==> config.mk <==
export PLATFORM = sky130hd
export DESIGN_NAME = sha256_stream_hasher
export DESIGN_NICKNAME = d
export VERILOG_FILES = /design/src/rtl/sha256sh_pkg.sv /design/src/rtl/sha256sh_core.sv /design/src/rtl/sha256_stream_hasher.sv
export VERILOG_INCLUDE_DIRS = /design/src /design/src/rtl
export SDC_FILE = /design/constraint.sdc
export NUM_CORES = 2
export LEC_CHECK = 0
export BUFFER_PORTS_ARGS = -buffer_cell sky130_fd_sc_hd__buf_4
export CAP_MARGIN = 20
export CORE_ASPECT_RATIO = 1.5
export CORE_MARGIN = 3
export CORE_UTILIZATION = 31
export DETAILED_ROUTE_END_ITERATION = 10
export PLACE_DENSITY = 0.46
export SLEW_MARGIN = 20
export SYNTH_ARGS = -nofsm -noshare
export SYNTH_HDL_FRONTEND = slang
export SYNTH_HIERARCHICAL = 1
export SYNTH_SLANG_ARGS = --single-unit
==> constraint.sdc <==
create_clock -name clk -period 9.29 [get_ports clk]
set_input_delay 0.929 -clock clk [delete_from_list [all_inputs] [get_ports clk]]
set_output_delay 0.929 -clock clk [all_outputs]
set_load 0.01 [all_outputs]
==> src/rtl/assert_macros.svh <==
// Assertion macros shared by the hasher RTL.
// Each macro expects clk and arst_n in the scope where it is used.
`ifndef ASSERT_MACROS_SVH
`define ASSERT_MACROS_SVH

// expression holds at every edge outside reset
`define SHS_ASSERT_HOLD(lbl, expr, msg) \
	lbl: assert property (@(posedge clk) disable iff (!arst_n) (expr)) else $error(msg);

// consequence holds in the same cycle as the antecedent
`define SHS_ASSERT_IMPL(lbl, ante, cons, msg) \
	lbl: assert property (@(posedge clk) disable iff (!arst_n) (ante) |-> (cons)) \
		else $error(msg);

// consequence holds in the cycle after the antecedent
`define SHS_ASSERT_NEXT(lbl, ante, cons, msg) \
	lbl: assert property (@(posedge clk) disable iff (!arst_n) (ante) |=> (cons)) \
		else $error(msg);

`endif

==> src/rtl/sha256sh_pkg.sv <==
// Types, constants and round functions for the SHA-256 stream hasher.
// No dependencies; used by sha256sh_core and sha256_stream_hasher.
package sha256sh_pkg;

	typedef enum logic [1:0] {
		ST_IDLE,
		ST_PAD,
		ST_COMP,
		ST_OUT
	} state_t;

	typedef struct packed {
		logic       shift_en;
		logic [7:0] shift_byte;
		logic       start;
		logic       reinit;
	} core_ctrl_t;

	localparam logic       REQ_APPEND = 1'b0;
	localparam logic       REQ_FINISH = 1'b1;
	localparam logic [7:0] PAD_MARK   = 8'h80;
	localparam logic [2:0] LEN_ZONE   = 3'b111;  // byte slots 56..63 hold the bit length
	localparam logic [5:0] LAST_SLOT  = 6'd63;
	localparam logic [5:0] LAST_ROUND = 6'd63;
	localparam logic [1:0] LAST_PART  = 2'd3;

	localparam logic [7:0][31:0] HASH_IV = {
		32'h5BE0CD19, 32'h1F83D9AB, 32'h9B05688C, 32'h510E527F,
		32'hA54FF53A, 32'h3C6EF372, 32'hBB67AE85, 32'h6A09E667
	};

	localparam logic [31:0] ROUND_K [64] = '{
		32'h428A2F98, 32'h71374491, 32'hB5C0FBCF, 32'hE9B5DBA5, 32'h3956C25B, 32'h59F111F1,
		32'h923F82A4, 32'hAB1C5ED5, 32'hD807AA98, 32'h12835B01, 32'h243185BE, 32'h550C7DC3,
		32'h72BE5D74, 32'h80DEB1FE, 32'h9BDC06A7, 32'hC19BF174, 32'hE49B69C1, 32'hEFBE4786,
		32'h0FC19DC6, 32'h240CA1CC, 32'h2DE92C6F, 32'h4A7484AA, 32'h5CB0A9DC, 32'h76F988DA,
		32'h983E5152, 32'hA831C66D, 32'hB00327C8, 32'hBF597FC7, 32'hC6E00BF3, 32'hD5A79147,
		32'h06CA6351, 32'h14292967, 32'h27B70A85, 32'h2E1B2138, 32'h4D2C6DFC, 32'h53380D13,
		32'h650A7354, 32'h766A0ABB, 32'h81C2C92E, 32'h92722C85, 32'hA2BFE8A1, 32'hA81A664B,
		32'hC24B8B70, 32'hC76C51A3, 32'hD192E819, 32'hD6990624, 32'hF40E3585, 32'h106AA070,
		32'h19A4C116, 32'h1E376C08, 32'h2748774C, 32'h34B0BCB5, 32'h391C0CB3, 32'h4ED8AA4A,
		32'h5B9CCA4F, 32'h682E6FF3, 32'h748F82EE, 32'h78A5636F, 32'h84C87814, 32'h8CC70208,
		32'h90BEFFFA, 32'hA4506CEB, 32'hBEF9A3F7, 32'hC67178F2
	};

	function automatic logic [31:0] big_sigma0(input logic [31:0] x);
		big_sigma0 = {x[1:0], x[31:2]} ^ {x[12:0], x[31:13]} ^ {x[21:0], x[31:22]};
	endfunction

	function automatic logic [31:0] big_sigma1(input logic [31:0] x);
		big_sigma1 = {x[5:0], x[31:6]} ^ {x[10:0], x[31:11]} ^ {x[24:0], x[31:25]};
	endfunction

	function automatic logic [31:0] small_sigma0(input logic [31:0] x);
		small_sigma0 = {x[6:0], x[31:7]} ^ {x[17:0], x[31:18]} ^ {3'b000, x[31:3]};
	endfunction

	function automatic logic [31:0] small_sigma1(input logic [31:0] x);
		small_sigma1 = {x[16:0], x[31:17]} ^ {x[18:0], x[31:19]} ^ {10'b0, x[31:10]};
	endfunction

endpackage

==> src/rtl/sha256sh_core.sv <==
// Block buffer, message schedule window and shared round unit of the hasher.
// Depends on sha256sh_pkg and assert_macros.svh.
`include "assert_macros.svh"

module sha256sh_core
	import sha256sh_pkg::*;
(
	input  logic             clk,
	input  logic             arst_n,
	input  core_ctrl_t       ctrl,
	output logic             done,
	output logic [7:0][31:0] digest
);

	// 512-bit byte shift line; doubles as the 16-word schedule window, word 0 on top
	logic [511:0]     win_q;
	logic [7:0][31:0] vars_q;
	logic [7:0][31:0] hash_q;
	logic [5:0]       round_q;
	logic             run_q;
	logic             fin_q;

	logic [31:0] w0, w1, w9, w14, w_next;
	logic [31:0] t1, t2, va, ve;

	assign w0  = win_q[511:480];
	assign w1  = win_q[479:448];
	assign w9  = win_q[223:192];
	assign w14 = win_q[63:32];

	// schedule word sixteen positions ahead of word 0
	assign w_next = small_sigma1(w14) + w9 + small_sigma0(w1) + w0;

	assign va = vars_q[0];
	assign ve = vars_q[4];
	assign t1 = vars_q[7] + big_sigma1(ve) + ((ve & vars_q[5]) ^ (~ve & vars_q[6]))
		+ ROUND_K[round_q] + w0;
	assign t2 = big_sigma0(va)
		+ ((va & vars_q[1]) ^ (va & vars_q[2]) ^ (vars_q[1] & vars_q[2]));

	always_ff @(posedge clk) begin
		if (ctrl.shift_en) begin
			win_q <= {win_q[503:0], ctrl.shift_byte};
		end else if (run_q) begin
			win_q <= {win_q[479:0], w_next};
		end
		if (ctrl.start) begin
			vars_q <= hash_q;
		end else if (run_q) begin
			vars_q <= {vars_q[6:4], vars_q[3] + t1, vars_q[2:0], t1 + t2};
		end
	end

	always_ff @(posedge clk or negedge arst_n) begin
		if (!arst_n) begin
			round_q <= '0;
			run_q   <= 1'b0;
			fin_q   <= 1'b0;
			hash_q  <= HASH_IV;
		end else begin
			fin_q <= 1'b0;
			if (ctrl.start) begin
				round_q <= '0;
				run_q   <= 1'b1;
			end else if (run_q) begin
				round_q <= round_q + 6'd1;
				if (round_q == LAST_ROUND) begin
					run_q <= 1'b0;
					fin_q <= 1'b1;
				end
			end
			if (ctrl.reinit) begin
				hash_q <= HASH_IV;
			end else if (fin_q) begin
				for (int i = 0; i < 8; i++) begin
					hash_q[i] <= hash_q[i] + vars_q[i];
				end
			end
		end
	end

	assign done   = fin_q;
	assign digest = hash_q;

	`SHS_ASSERT_IMPL(a_start_when_free, ctrl.start, !run_q && !fin_q, "start while compressing")
	`SHS_ASSERT_NEXT(a_round_end, run_q && (round_q == LAST_ROUND), fin_q && !run_q, "no final add")
	`SHS_ASSERT_HOLD(a_no_shift_in_run, !(ctrl.shift_en && run_q), "byte shifted during rounds")

endmodule

==> src/rtl/sha256_stream_hasher.sv <==
// Top level of the SHA-256 stream hasher: request sequencer, padding and digest output.
// Depends on sha256sh_pkg, sha256sh_core and assert_macros.svh.
//
//  channel | signals                          | carries
//  --------+----------------------------------+-------------------------------------
//  input   | s_tvalid s_tready s_tdata s_tuser| one request: append byte or finish
//  output  | m_tvalid m_tready m_tdata m_tuser| digest quarters, m_tlast on the fourth
//          | m_tlast                          |
//
// Append: the byte enters the block; the 64th byte of a block starts its compression
// (64 rounds in one shared round unit, then the hash word add).
// Finish: pad bytes go in one per cycle up to the block end, then one or two
// compressions run, then four digest parts go out, each held while the sink stalls.
// s_tready is low from a finish until the last digest part is taken, and during rounds.
// Reset loads the initial hash values and clears byte count and fill position.
`include "assert_macros.svh"

module sha256_stream_hasher
	import sha256sh_pkg::*;
(
	input  logic        clk,
	input  logic        arst_n,
	input  logic        s_tvalid,
	output logic        s_tready,
	input  logic [7:0]  s_tdata,   // [7:0] data_byte
	input  logic        s_tuser,   // [0] req_type
	output logic        m_tvalid,
	input  logic        m_tready,
	output logic [63:0] m_tdata,   // [63:0] digest_part
	output logic [1:0]  m_tuser,   // [1:0] part_index
	output logic        m_tlast
);

	state_t           state_q, state_d;
	core_ctrl_t       ctrl;
	logic             core_done;
	logic [7:0][31:0] digest;

	logic [5:0]  fill_q;
	logic [60:0] len_q;
	logic        pad_q;
	logic        first_q;
	logic        extra_q;
	logic        final_q;
	logic [1:0]  part_q;

	logic        in_req, out_req, append_req, finish_req;
	logic        len_slot;
	logic [63:0] len_bits;
	logic [2:0]  len_sel;
	logic [7:0]  len_byte, pad_byte;

	assign in_req     = s_tvalid && s_tready;
	assign out_req    = m_tvalid && m_tready;
	assign append_req = in_req && (s_tuser == REQ_APPEND);
	assign finish_req = in_req && (s_tuser == REQ_FINISH);

	// length bytes go in the last eight slots of the final block, most significant first
	assign len_slot = (fill_q[5:3] == LEN_ZONE) && !extra_q && !first_q;
	assign len_bits = {len_q, 3'b000};
	assign len_sel  = 3'd7 - fill_q[2:0];
	assign len_byte = len_bits[{len_sel, 3'b000} +: 8];

	always_comb begin
		if (first_q) begin
			pad_byte = PAD_MARK;
		end else if (len_slot) begin
			pad_byte = len_byte;
		end else begin
			pad_byte = 8'h00;
		end
	end

	always_ff @(posedge clk or negedge arst_n) begin
		if (!arst_n) begin
			state_q <= ST_IDLE;
		end else begin
			state_q <= state_d;
		end
	end

	always_comb begin
		state_d  = state_q;
		ctrl     = '0;
		s_tready = 1'b0;
		m_tvalid = 1'b0;
		case (state_q)
			ST_IDLE: begin
				s_tready = 1'b1;
				if (finish_req) begin
					state_d = ST_PAD;
				end else if (append_req) begin
					ctrl.shift_en   = 1'b1;
					ctrl.shift_byte = s_tdata;
					if (fill_q == LAST_SLOT) begin
						ctrl.start = 1'b1;
						state_d    = ST_COMP;
					end
				end
			end
			ST_PAD: begin
				ctrl.shift_en   = 1'b1;
				ctrl.shift_byte = pad_byte;
				if (fill_q == LAST_SLOT) begin
					ctrl.start = 1'b1;
					state_d    = ST_COMP;
				end
			end
			ST_COMP: begin
				if (core_done) begin
					if (final_q) begin
						state_d = ST_OUT;
					end else if (pad_q) begin
						state_d = ST_PAD;
					end else begin
						state_d = ST_IDLE;
					end
				end
			end
			ST_OUT: begin
				m_tvalid = 1'b1;
				if (m_tready && (part_q == LAST_PART)) begin
					ctrl.reinit = 1'b1;
					state_d     = ST_IDLE;
				end
			end
			default: begin
				state_d = ST_IDLE;
			end
		endcase
	end

	always_ff @(posedge clk or negedge arst_n) begin
		if (!arst_n) begin
			fill_q  <= '0;
			len_q   <= '0;
			pad_q   <= 1'b0;
			first_q <= 1'b0;
			extra_q <= 1'b0;
			final_q <= 1'b0;
			part_q  <= '0;
		end else begin
			if (ctrl.shift_en) begin
				fill_q <= fill_q + 6'd1;
			end
			if (ctrl.reinit) begin
				len_q <= '0;
			end else if (append_req) begin
				len_q <= len_q + 61'd1;
			end
			if (finish_req) begin
				pad_q   <= 1'b1;
				first_q <= 1'b1;
			end else if (state_q == ST_PAD) begin
				first_q <= 1'b0;
			end
			if (ctrl.reinit) begin
				pad_q <= 1'b0;
			end
			// marker landing past slot 55 leaves no room for the length in this block
			if (ctrl.start) begin
				extra_q <= 1'b0;
			end else if ((state_q == ST_PAD) && first_q && (fill_q[5:3] == LEN_ZONE)) begin
				extra_q <= 1'b1;
			end
			if (ctrl.reinit) begin
				final_q <= 1'b0;
			end else if (ctrl.start && (state_q == ST_PAD)) begin
				final_q <= len_slot;
			end
			if (out_req) begin
				part_q <= part_q + 2'd1;
			end
		end
	end

	sha256sh_core u_core (
		.clk    (clk),
		.arst_n (arst_n),
		.ctrl   (ctrl),
		.done   (core_done),
		.digest (digest)
	);

	assign m_tdata = {digest[{part_q, 1'b0}], digest[{part_q, 1'b1}]};
	assign m_tuser = part_q;
	assign m_tlast = (part_q == LAST_PART);

	`SHS_ASSERT_HOLD(a_one_side, !(s_tready && m_tvalid), "input open while digest pending")
	`SHS_ASSERT_NEXT(a_back_idle, out_req && m_tlast, s_tready && (part_q == 2'd0), "no return")
	`SHS_ASSERT_NEXT(a_pad_wrap, (state_q == ST_PAD) && (fill_q == LAST_SLOT),
		(state_q == ST_COMP) && (fill_q == 6'd0), "padding block not compressed")
	`SHS_ASSERT_IMPL(a_out_final, state_q == ST_OUT, final_q && pad_q, "digest before last block")

endmodule

==> out/results.ini <==
[outcome]
status = finished, final reports clean

[sta]
tns_ns = 0
relSlewSlack = 0.2376
finalSetupViolations = 0
rsz0062_at_grt = false
worst_pin_slew_ns = 1.144
finalCritPeriodShare = 0.9454
fin_skew_ns = 0.04471
min_period_ns = 8.782
slew_viol_final = 0
hold_violations = 0
fmax_mhz = 113.9

[yosys]
yosysWarnings = 6
ys_seq_area_frac = 0.4173
synth_area_um2 = 75990
synth_edf_count = 768
synthFlopType = edfxtp_1
ys_seq_elements = 1107
synth.avg_cell_area_um2 = 10.86
async_reset_ff_frac = 0.3062
syn_nets = 7596
synthCells = 6995
ys_types = 88

[clock_network]
numClockSinks = 1107
root_buffer = clkbuf_16
clk_latency_ns = 0.81
clkTransAtPathRegs_ns = 0.07
cts_hold_buf = 0
htree_levels = 4
cts_tree = done
numCtsBuffers = 140
cts_buffer_depth = 4

[drt]
firstDrtPassIters = 5
drtAntennaViolNets = 0
via_per_inst = 5.288
drt_wl_total_um = 280800
drc = 0
wl_per_cell_um = 26.72
vias = 55570
dr.first_iter.drc_count = 3701

[finish]
fin_nets = 7755
nFillCells = 24550
area_growth_pct = 13.53
final_layout_size_suffix_gt1_frac = 0.2094

[die]
rows = 222
pin_count = 82
die_w_um = 410.3
die-area_um2 = 251200
core-area_um2 = 243900
start_util = 0.3116
die_y_um = 612.4

[placed_design]
hpwl_um = 213800
place_congestion = 0.9403
place.port_buffers = 81

[critical_path]
critPathMaxStageDelay_ns = 0.51
reg2reg_depth = 41
r2r_slack_ns = 0.51
cp_slowest_cell = fa_1
r2r_start = u_core/round_q[1]
cp_common_cell = buf_4
reg2reg_to = u_core/va[24]
worstPathMaxFanout = 11
worstSetupEndpointType = register
crit_type = reg -> reg
critPathLaunchType = register
cp_data_arrival_time_ns = 9.29
crit_required_ns = 9.80

[global_route]
grt_pass1_wl_um = 405800
antenna_found_initial = 6
grt_pass1_vias = 58290
grtUsageTotal = 0.2195
grt_max_degree = 204
gr-total-overflow = 0

[min_path]
hold_class = in -> async

[flow_run]
maxCapViolCount = 0

synth_stat cells, types with 69 or more instances:
library cell | instances | area, um^2
a21oi_1 | 441 | 2207
inv_1 | 457 | 1715
xor2_1 | 248 | 2172
mux4_2 | 84 | 1892
mux2_2 | 662 | 7455
nor2_1 | 397 | 1490
nor3_1 | 84 | 420.4
a21o_1 | 207 | 1554
fa_1 | 195 | 3904
o21ai_0 | 482 | 2412
nand3_1 | 108 | 540.5
ha_1 | 393 | 4917
edfxtp_1 | 768 | 23060
dfrtp_1 | 203 | 5080
nand2b_1 | 69 | 431.7
mux2i_1 | 105 | 1051
nand2_1 | 459 | 1723
clkbuf_1 | 310 | 1164
dfstp_2 | 136 | 3573
xnor2_1 | 357 | 3127
what timing repair did:
action	4_1_cts	5_1_grt
resized for setup	0	22
setup endpoints to repair	0	17
setup buffers	0	0
worst max-delay path by stage:
stage / from / to / slack [ns] / cells past startpoint
after global placement: u_core/round_q[1] / u_core/va[31] / 0.08 / 37
after CTS: u_core/round_q[0] / u_core/ve[31] / 0.01 / 41
after global routing: u_core/round_q[1] / u_core/va[24] / 0.05 / 40
after floorplan: s_tuser / u_core/win_q[0] / 0.11 / 7
after detailed placement: u_core/round_q[0] / u_core/ve[31] / 0.05 / 41
final: u_core/round_q[1] / u_core/va[24] / 0.51 / 41
per-layer routing:
| layer | track usage | vias up | routed length (um) |
|---|---|---|---|
| li1 | - | 25620 | - |
| met2 | 0.4093 | 1226 | 147700 |
| met5 | 0 | - | 0 |
| met4 | 0.1344 | 0 | 20510 |
| met3 | 0.02084 | 544 | 8002 |
| met1 | 0.2377 | 28180 | 104600 |
final cells by class:
cell class,count,area [um^2],share of cell area
clock buffers,181,3832,0.04442
flip-flops and latches,1107,31740,0.3678
repair buffers,360,2882,0.03340
diodes,5,12.51,0.0001450
inverters,460,1747,0.02025
multi-input cells,5085,41360,0.4794
well taps,3248,4064,0.04710
clock inverters,62,638.1,0.007396
placed cells by master (no fill, tap or decap), types with 48 or more instances in the layout:
master,n
xor2_1,248
a21oi_1,437
nand2b_1,69
o21bai_1,51
buf_4,344
a211oi_1,48
mux2i_1,105
a21o_1,207
fa_1,195
dfstp_2,136
nand3_1,108
inv_1,454
ha_1,392
nand2_1,457
nor2b_1,53
clkbuf_16,144
mux4_2,84
o21a_1,60
mux2_2,662
xnor2_1,357
nor3_1,84
nor2_1,393
o21ai_0,478
edfxtp_1,768
dfrtp_1,196
nand4_1,53
critical path, delay by kind of cell, from the launching register on:
family / cells / cell delay (ns)
buffers and inverters: 13 / 1.66
flip-flops: 1 / 0.44
AO/OA/AOI/OAI: 12 / 2.16
XOR/XNOR: 2 / 0.36
AND/OR/NAND/NOR: 7 / 1.09
adder cells (fa/ha/maj): 7 / 2.80
kinds of logic after synthesis:
| family | count (synthesis) | synth area share |
|---|---|---|
| XOR/XNOR | 605 | 0.06973 |
| AO/OA/AOI/OAI | 1626 | 0.1328 |
| multiplexers | 851 | 0.1368 |
| AND/OR/NAND/NOR | 1412 | 0.08705 |
| adder cells (fa/ha/maj) | 591 | 0.1165 |
| flip-flops | 1107 | 0.4173 |
| buffers and inverters | 803 | 0.03976 |
per-stage QoR:
stage | worst slack, ns | cell area, um^2 | std cells | utilization | hold WS, ns
3_3_place_gp | 0.08371 | 81690 | 10260 | 0.3350 | 0.4644
6_report | 0.5076 | 86280 | 10510 | 0.3538 | 0.1043
3_5_place_dp | 0.04945 | 81700 | 10260 | 0.3350 | 0.4605
2_1_floorplan | 0.1062 | 75990 | 6995 | - | 0.4423
4_1_cts | 0.01157 | 86180 | 10500 | 0.3534 | 0.1095
5_1_grt | 0.04689 | 86270 | 10500 | 0.3537 | 0.1342
state kept, by name, indices dropped and copies added, names as in the netlist:
signal          flops
extra_q             1
fill_q              6
final_q             1
first_q             1
len_q              61
m_tuser             2
pad_q               1
state_q             2
u_core/digest     256
u_core/done         1
u_core/round_q      6
u_core/run_q        1
u_core/va          32
u_core/vars_q     192
u_core/ve          32
u_core/win_q      512
Power is not shown: default switching activity piles up to over one toggle a cycle in this logic, so the estimate is an artifact.
